===== src/hdl/ove_pkg.sv =====
// Shared types, constants and tables for the odometry velocity estimator.
`default_nettype none
package ove_pkg;

    localparam int CORDIC_STEPS_DEF = 16;

    localparam int CW = 40;
    localparam int ZW = 36;
    localparam int DW = 96;

    localparam logic signed [ZW-1:0] PI_Q30      = 36'sd3373259426;
    localparam logic signed [ZW-1:0] HALF_PI_Q30 = 36'sd1686629713;
    localparam logic signed [CW-1:0] KINV_Q30    = 40'sd652032874;
    localparam logic signed [33:0]   NS_PER_S    = 34'sd1000000000;
    localparam logic signed [16:0]   PI_Q13      = 17'sd25736;
    localparam logic signed [16:0]   TWO_PI_Q13  = 17'sd51472;

    localparam logic [1:0] ST_OK  = 2'd0;
    localparam logic [1:0] ST_DT  = 2'd1;
    localparam logic [1:0] ST_SAT = 2'd2;

    localparam logic [5:0] QMUL_LAST = 6'd4;
    localparam logic [5:0] PMUL_LAST = 6'd4;
    localparam logic [5:0] RMUL_LAST = 6'd2;
    localparam logic [5:0] RDIV_LAST = 6'd31;
    localparam logic [1:0] RATE_LAST = 2'd2;

    typedef enum logic [3:0] {
        OP_NONE, OP_LOAD, OP_QMUL, OP_VINIT, OP_VITER, OP_VFIN, OP_RINIT, OP_RITER,
        OP_RFIN, OP_PMUL, OP_RSET, OP_RMUL, OP_RCHK, OP_RDIV, OP_RDONE, OP_FINISH
    } t_op;

    typedef struct packed {
        t_op        op;
        logic [4:0] idx;
        logic [1:0] k;
    } t_cmd;

    typedef struct packed {
        logic dt_pos;
        logic out_busy;
    } t_sts;

    function automatic logic [29:0] atan_q30(input logic [4:0] i);
        logic [29:0] v;
        case (i)
            5'd0:  v = 30'd843314856;
            5'd1:  v = 30'd497837829;
            5'd2:  v = 30'd263043836;
            5'd3:  v = 30'd133525158;
            5'd4:  v = 30'd67021686;
            5'd5:  v = 30'd33543515;
            5'd6:  v = 30'd16775850;
            5'd7:  v = 30'd8388437;
            5'd8:  v = 30'd4194282;
            5'd9:  v = 30'd2097149;
            5'd10: v = 30'd1048575;
            5'd11: v = 30'd524287;
            5'd12: v = 30'd262143;
            5'd13: v = 30'd131071;
            5'd14: v = 30'd65535;
            5'd15: v = 30'd32767;
            5'd16: v = 30'd16383;
            5'd17: v = 30'd8191;
            5'd18: v = 30'd4095;
            5'd19: v = 30'd2047;
            5'd20: v = 30'd1023;
            5'd21: v = 30'd511;
            5'd22: v = 30'd255;
            5'd23: v = 30'd127;
            5'd24: v = 30'd63;
            5'd25: v = 30'd31;
            5'd26: v = 30'd15;
            5'd27: v = 30'd8;
            5'd28: v = 30'd4;
            5'd29: v = 30'd2;
            5'd30: v = 30'd1;
            default: v = 30'd0;
        endcase
        return v;
    endfunction

endpackage
`default_nettype wire


===== src/hdl/ove_ctrl.sv =====
// Sequencing state machine for the odometry velocity estimator.
`default_nettype none
module ove_ctrl #(
    parameter int CORDIC_STEPS = ove_pkg::CORDIC_STEPS_DEF
) (
    input  wire logic          i_clk,
    input  wire logic          i_rst_n,
    input  wire logic          i_start,
    input  ove_pkg::t_sts      i_sts,
    output ove_pkg::t_cmd      o_cmd,
    output logic               o_ready
);
    import ove_pkg::*;

    localparam logic [5:0] CS_LAST = 6'(CORDIC_STEPS - 1);

    typedef enum logic [14:0] {
        S_IDLE   = 15'b000000000000001,
        S_QMUL   = 15'b000000000000010,
        S_VINIT  = 15'b000000000000100,
        S_VITER  = 15'b000000000001000,
        S_VFIN   = 15'b000000000010000,
        S_RINIT  = 15'b000000000100000,
        S_RITER  = 15'b000000001000000,
        S_RFIN   = 15'b000000010000000,
        S_PMUL   = 15'b000000100000000,
        S_RSET   = 15'b000001000000000,
        S_RMUL   = 15'b000010000000000,
        S_RCHK   = 15'b000100000000000,
        S_RDIV   = 15'b001000000000000,
        S_RDONE  = 15'b010000000000000,
        S_FINISH = 15'b100000000000000
    } t_state;

    t_state     r_state, n_state;
    logic [5:0] r_cnt, n_cnt;
    logic [1:0] r_k, n_k;

    always_ff @(posedge i_clk) begin
        if (!i_rst_n) begin
            r_state <= S_IDLE;
            r_cnt   <= '0;
            r_k     <= '0;
        end else begin
            r_state <= n_state;
            r_cnt   <= n_cnt;
            r_k     <= n_k;
        end
    end

    always_comb begin
        n_state = r_state;
        n_cnt   = r_cnt;
        n_k     = r_k;
        o_cmd.op  = OP_NONE;
        o_cmd.idx = r_cnt[4:0];
        o_cmd.k   = r_k;
        case (r_state)
            S_IDLE: begin
                if (i_start) begin
                    o_cmd.op = OP_LOAD;
                    n_state  = S_QMUL;
                    n_cnt    = '0;
                end
            end
            S_QMUL: begin
                o_cmd.op = OP_QMUL;
                if (r_cnt == QMUL_LAST) begin
                    n_state = S_VINIT;
                    n_cnt   = '0;
                end else begin
                    n_cnt = r_cnt + 6'd1;
                end
            end
            S_VINIT: begin
                o_cmd.op = OP_VINIT;
                n_state  = S_VITER;
            end
            S_VITER: begin
                o_cmd.op = OP_VITER;
                if (r_cnt == CS_LAST) begin
                    n_state = S_VFIN;
                    n_cnt   = '0;
                end else begin
                    n_cnt = r_cnt + 6'd1;
                end
            end
            S_VFIN: begin
                o_cmd.op = OP_VFIN;
                n_state  = i_sts.dt_pos ? S_RINIT : S_FINISH;
            end
            S_RINIT: begin
                o_cmd.op = OP_RINIT;
                n_state  = S_RITER;
            end
            S_RITER: begin
                o_cmd.op = OP_RITER;
                if (r_cnt == CS_LAST) begin
                    n_state = S_RFIN;
                    n_cnt   = '0;
                end else begin
                    n_cnt = r_cnt + 6'd1;
                end
            end
            S_RFIN: begin
                o_cmd.op = OP_RFIN;
                n_state  = S_PMUL;
            end
            S_PMUL: begin
                o_cmd.op = OP_PMUL;
                if (r_cnt == PMUL_LAST) begin
                    n_state = S_RSET;
                    n_cnt   = '0;
                    n_k     = '0;
                end else begin
                    n_cnt = r_cnt + 6'd1;
                end
            end
            S_RSET: begin
                o_cmd.op = OP_RSET;
                n_state  = S_RMUL;
            end
            S_RMUL: begin
                o_cmd.op = OP_RMUL;
                if (r_cnt == RMUL_LAST) begin
                    n_state = S_RCHK;
                    n_cnt   = '0;
                end else begin
                    n_cnt = r_cnt + 6'd1;
                end
            end
            S_RCHK: begin
                o_cmd.op = OP_RCHK;
                n_state  = S_RDIV;
            end
            S_RDIV: begin
                o_cmd.op = OP_RDIV;
                if (r_cnt == RDIV_LAST) begin
                    n_state = S_RDONE;
                    n_cnt   = '0;
                end else begin
                    n_cnt = r_cnt + 6'd1;
                end
            end
            S_RDONE: begin
                o_cmd.op = OP_RDONE;
                if (r_k == RATE_LAST) begin
                    n_state = S_FINISH;
                end else begin
                    n_k     = r_k + 2'd1;
                    n_state = S_RSET;
                end
            end
            S_FINISH: begin
                if (!i_sts.out_busy) begin
                    o_cmd.op = OP_FINISH;
                    n_state  = S_IDLE;
                end
            end
            default: begin
                n_state = S_IDLE;
            end
        endcase
    end

    assign o_ready = (r_state == S_IDLE);

endmodule
`default_nettype wire


===== config.mk =====
export PLATFORM = sky130hd
export DESIGN_NAME = ove_ctrl
export DESIGN_NICKNAME = d
export VERILOG_FILES = /design/src/hdl/ove_pkg.sv /design/src/hdl/ove_ctrl.sv
export SDC_FILE = /design/constraint.sdc
export NUM_CORES = 1
export LEC_CHECK = 0
export ABC_CLOCK_PERIOD_IN_PS = 2100
export BUFFER_PORTS_ARGS = -buffer_cell sky130_fd_sc_hd__buf_2
export CORE_MARGIN = 2
export CORE_UTILIZATION = 50
export DETAILED_ROUTE_END_ITERATION = 10
export GPL_TIMING_DRIVEN = 0
export PLACE_DENSITY_LB_ADDON = 0.15
export SLEW_MARGIN = 20
export SYNTH_ARGS = -nofsm -noshare
export SYNTH_HDL_FRONTEND = slang
export SYNTH_SLANG_ARGS = --single-unit

===== constraint.sdc =====
create_clock -name i_clk -period 2.1 [get_ports i_clk]
set_input_delay 0.21 -clock i_clk [delete_from_list [all_inputs] [get_ports i_clk]]
set_output_delay 0.21 -clock i_clk [all_outputs]
set_load 0.005 [all_outputs]

Yosys cells after proc, flatten, opt, wreduce, memory -nomap -nowiden
Index checks and enable logic that the tools add are counted.

Register bits: 23. Bits of input ports: 5. Word-level logic and storage cells: 64. Output and inout port bits: 12.

Add/subtract/negate cells: 2. Reduce and logical (&&, ||, !) cells: 7. Mux-type cells: 23. Eq/ne operators: 29.

Operators by type and width (count): one-hot mux 15 bit (15 select lines) (1); two-way mux 15 bit (10); one-hot mux 4 bit (15 select lines) (1); two-way mux 6 bit (5); one-hot mux 6 bit (5 select lines) (1); != test 2 bit, second input constant (9); equality test 15 x 1 -> 1 bit, second input constant (1); equality test 15 x 10 -> 1 bit, second input constant (1); equality test 15 x 11 -> 1 bit, second input constant (1); equality test 15 x 12 -> 1 bit, second input constant (1); equality test 15 x 13 -> 1 bit, second input constant (1); equality test 15 x 14 -> 1 bit, second input constant (1); equality test 15 bit, second input constant (1); equality test 15 x 2 -> 1 bit, second input constant (1); equality test 15 x 3 -> 1 bit, second input constant (1); equality test 15 x 4 -> 1 bit, second input constant (1); equality test 15 x 5 -> 1 bit, second input constant (1); equality test 15 x 6 -> 1 bit, second input constant (1); equality test 15 x 7 -> 1 bit, second input constant (1); equality test 15 x 8 -> 1 bit, second input constant (1); equality test 15 x 9 -> 1 bit, second input constant (1); AND reduction 8 bit (1); adder 6 x 1 -> 6 bit, second input constant (1); equality test 6 x 2 -> 1 bit, second input constant (1); 14 further kinds (16).

Longest topological paths before layout
Depth in word-level cells: 4. Mapped depth: 8. Gate-level depth less buffers: 8.

Worst setup path before layout
No wires, ideal clock.

Path type: register -> register. Start point: register r_state[6]. End point: register r_cnt[5]. Buffers on the path: 1. Arrival: 2.141 ns. Period minus slack after synthesis: 2.204 ns. Data required time: 2.038 ns. Setup time: 0.062 ns. Cell stages (with the launch flop): 8. Slack: -0.104 ns. Path through: dfxtp_1 > buf_2 > nor4_4 > nand4_4 > or3_4 > nor3b_4 > or4_1 > nand3_1.

Word-level cells in the longest chain between the ends: 4. Elaborated cells on any way between the ends: 13. Classes of those cells: eq/ne: 8; mux: 1; reduce/logical: 4.

Ends and longest elaborated chain: start: declaration (RTL line ove_ctrl.sv:35) `t_state r_state, n_state;`; start signal: assignment (RTL line ove_ctrl.sv:45) `r_state <= n_state;`; equality test 15 x 7 -> 1 bit (tied with other cells) (RTL line ove_ctrl.sv:58) `case (r_state)`; OR reduction 2 bit (no line); nonzero test 5 bit (no line); AND reduction 2 bit (no line); end signal: assignment (RTL line ove_ctrl.sv:46) `r_cnt <= n_cnt;`; end: declaration (RTL line ove_ctrl.sv:36) `logic [5:0] r_cnt, n_cnt;`.

Parallel ways exist; a longest one is shown, timed or not. A chain may end at the register's enable or synchronous reset.

Worst setup path after layout
Start point: register r_state[3]. End point: register r_state[5].

Word-level cells in the longest chain between the ends: 3. Elaborated cells on any way between the ends: 25. Classes of those cells: eq/ne: 23; mux: 1; reduce/logical: 1.

Ends and longest elaborated chain (RTL line): equality test 15 x 13 -> 1 bit (tied with other cells) (ove_ctrl.sv:58); != test 2 bit (no line); AND reduction 8 bit (no line).

Parallel ways exist; a longest one is shown, timed or not.

==> metrics.cfg <==
[final_layout]
drive_above_1_share_pct=49.6
nNetsFinal=268
post-route-util_pct=79.0
antennaDiodeCount=0
n_fill_cell=200
regArea_um2=480
multi_input_area_um2=1410
design_area_um2=2430
syn_to_final_growth_pct=49.0

[yosys]
yosysUniqueCellTypes=50
ys_dominant_reg_cell=dfxtp_1
post-synth-top-count-cell=dfxtp_1
ys.warnings.count=0
synth.area.top_cells=dfxtp_1 (28%), nor2_1 (4.8%), nand2_1 (4.6%), a21oi_1 (4.0%), nor3_1 (3.4%)
synth_common_cells=dfxtp_1 (23), nor2_1 (21), nand2_1 (20), a21oi_1 (13), nor3_1 (11)
syn_area_um2=1630
syn_nets=219
async_flop_share_pct=0
ys_seq_area_share_pct=28.2
syn_area_per_cell_um2=7.78
synth_edf_count=0
synth_largest_area_cell=dfxtp_1
synth_top_area_share_pct=28.2
ys_ff_latch=23
postSynthCellCount=210

[power_and_ir_drop]
power_mw=0.972
vdd.ir_drop.worst_mv=0.291
p_switching_mw=0.320
sw_frac_of_total_pct=32.9
p_int_mw=0.652
pwr-share-clk_pct=22.6
combPwrFrac_pct=31.2
p_per_area_nw_per_um2=399
p_leak_nw=0.928
pwr-share-seq_pct=46.2

[sta]
max_slew.worst_pin.slew_ns=0.547
rsz0062_at_grt=yes
finClkSkew_ns=0.0130
slew_violations=0
hold_violations=0
fmaxAchievable_mhz=416
period_share_pct=114
post-route-min-period_ns=2.40
whs_ns=0.138
postLayoutSetupSlackWorst_ns=-0.304
worst_slew_margin_rel_pct=63.6
setup_violations=24
finalSetupTns_ns=-4.93

[die]
dieArea_um2=3740
core_area_um2=3080
die_h_um=61.1
io-pin-count=17
die_w_um=61.1
placement_rows=20
start_util_pct=53.0

[place]
place_area_um2=1790
portBuffers=15
place_congestion=0.885
dp_hpwl_um=3070

[job]
drv_cap=0

[routing]
dr_total_vias=1933
via_per_inst=6.40
totalWireLength_um=5970
dr.first_iter.drc_count=237
ant_nets=0
drc_errors=0
dr.pass1.iters=5
wire_per_inst_um=19.8

[critical_path]
crit_path_cell_trace=nor4_4 > buf_4 > buf_6 > nand2_4 > or4_4 > and4bb_2 > a41oi_2 > and3_1
worst_setup_path_start_kind=flop
cp_num_buf_inv=2
crit_type=flop to flop
cpLargestDelayFamily=simple AND/OR/NAND/NOR gates
slowest_stage=or4_4
cpPeakStageDelay_ns=0.51
cp.required_ns=2.38
worstPathArrival_ns=2.69
critPathMaxFanout=3
cp-end-kind=flop

[clock_network]
cts_tree=built
cts_max_path_buffers=2
cts_buffers=3
cts_sinks=23
hold_buffers=0
path_clk_slew_ns=0.14
root_buffer=clkbuf_4
h-tree-depth=1
clock_latency_ns=0.33

[grt]
grt_use_total_pct=27.6
overflow=0
grt_max_degree=13
first_global_vias=1680
antenna_found_initial=0
grt_pass1_wl_um=7680

[status]
violations=setup timing
outcome=complete, but fails checks

[min_path]
holdCritPathClass=primary input to flop

## layout by cell type, fill, tap and decap left out, types with 3 or more instances in the layout
cell type,instances
buf_4,29
buf_2,17
nand2_1,17
nor2_1,14
dfxtp_1,13
a21oi_1,10
buf_6,8
inv_1,7
dfxtp_2,7
nor4_4,5
nor2b_1,5
nor3_2,5
nand4_1,5
o21ai_0,5
nand3_1,5
or3_4,4
nor2_2,4
nor4_2,4
nor3_1,4
or3_1,4
and2_1,4
ha_1,4
xor2_1,3
nor2_4,3
clkbuf_4,3
dfxtp_4,3
## layout make-up
cell class,instances,area share [%]
buffer,10,3.34
inverter,8,1.23
clock buffer,4,1.08
tap,44,2.26
sequential,23,19.8
multi-input combinational,166,58.1
timing repair buffer,47,14.2
## kinds of logic after synthesis
| group | after synthesis | synth area share [%] |
|---|---|---|
| buf+inv | 21 | 6.28 |
| simple gates | 118 | 43.5 |
| xor+xnor | 6 | 3.22 |
| mux | 1 | 0.613 |
| flops | 23 | 28.2 |
| fa+ha+maj | 4 | 3.07 |
| compound gates | 37 | 15.1 |
## flip-flops by register name (all words and copies together) (netlist names)
register	cells
r_cnt	6
r_k	2
r_state	15
## final timing paths
| path | startpoint | end | slack [ns] | cells past startpoint |
|---|---|---|---|---|
| setup / recovery | r_state[3] | r_state[5] | -0.30 | 8 |
| hold / removal | i_sts[1] | r_state[5] | 0.14 | 2 |
| setup reg to reg | r_state[3] | r_state[5] | -0.30 | 8 |
| hold reg to reg | r_k[0] | r_k[0] | 0.48 | 2 |
## repair_timing
| item | 4_1_cts | 5_1_grt |
|---|---|---|
| pin swaps | 18 | 16 |
| resized for setup | 46 | 43 |
| endpoints found under the setup margin | 23 | 24 |
| setup buffers | 21 | 11 |
## metal layers
| layer | global-route usage (%) | vias up | part of all wire [%] |
|---|---|---|---|
| met5 | 0 | - | 0 |
| met4 | 15.8 | 0 | 5.5 |
| met3 | 4.62 | 44 | 8.1 |
| met2 | 47.4 | 124 | 48 |
| met1 | 32.4 | 902 | 39 |
| li1 | - | 863 | - |
## power by group through the flow
stage	combinational (mW)	sequential, mW	clock [mW]
finish	0.303	0.449	0.220
global route	0.315	0.450	0.238
CTS	0.235	0.448	0.219
detailed placement	0.148	0.460	0
global placement	0.148	0.460	0
floorplan	0.106	0.458	0
## through the flow
stage                     worst slack (ns)  std cells
final                               -0.304        302
after global routing                -0.330        302
after CTS                           -0.153        293
after detailed placement            -0.369        269
after global placement              -0.350        269
after floorplan                    0.00735        210
No activity file was read; power rests on OpenSTA's default activity.
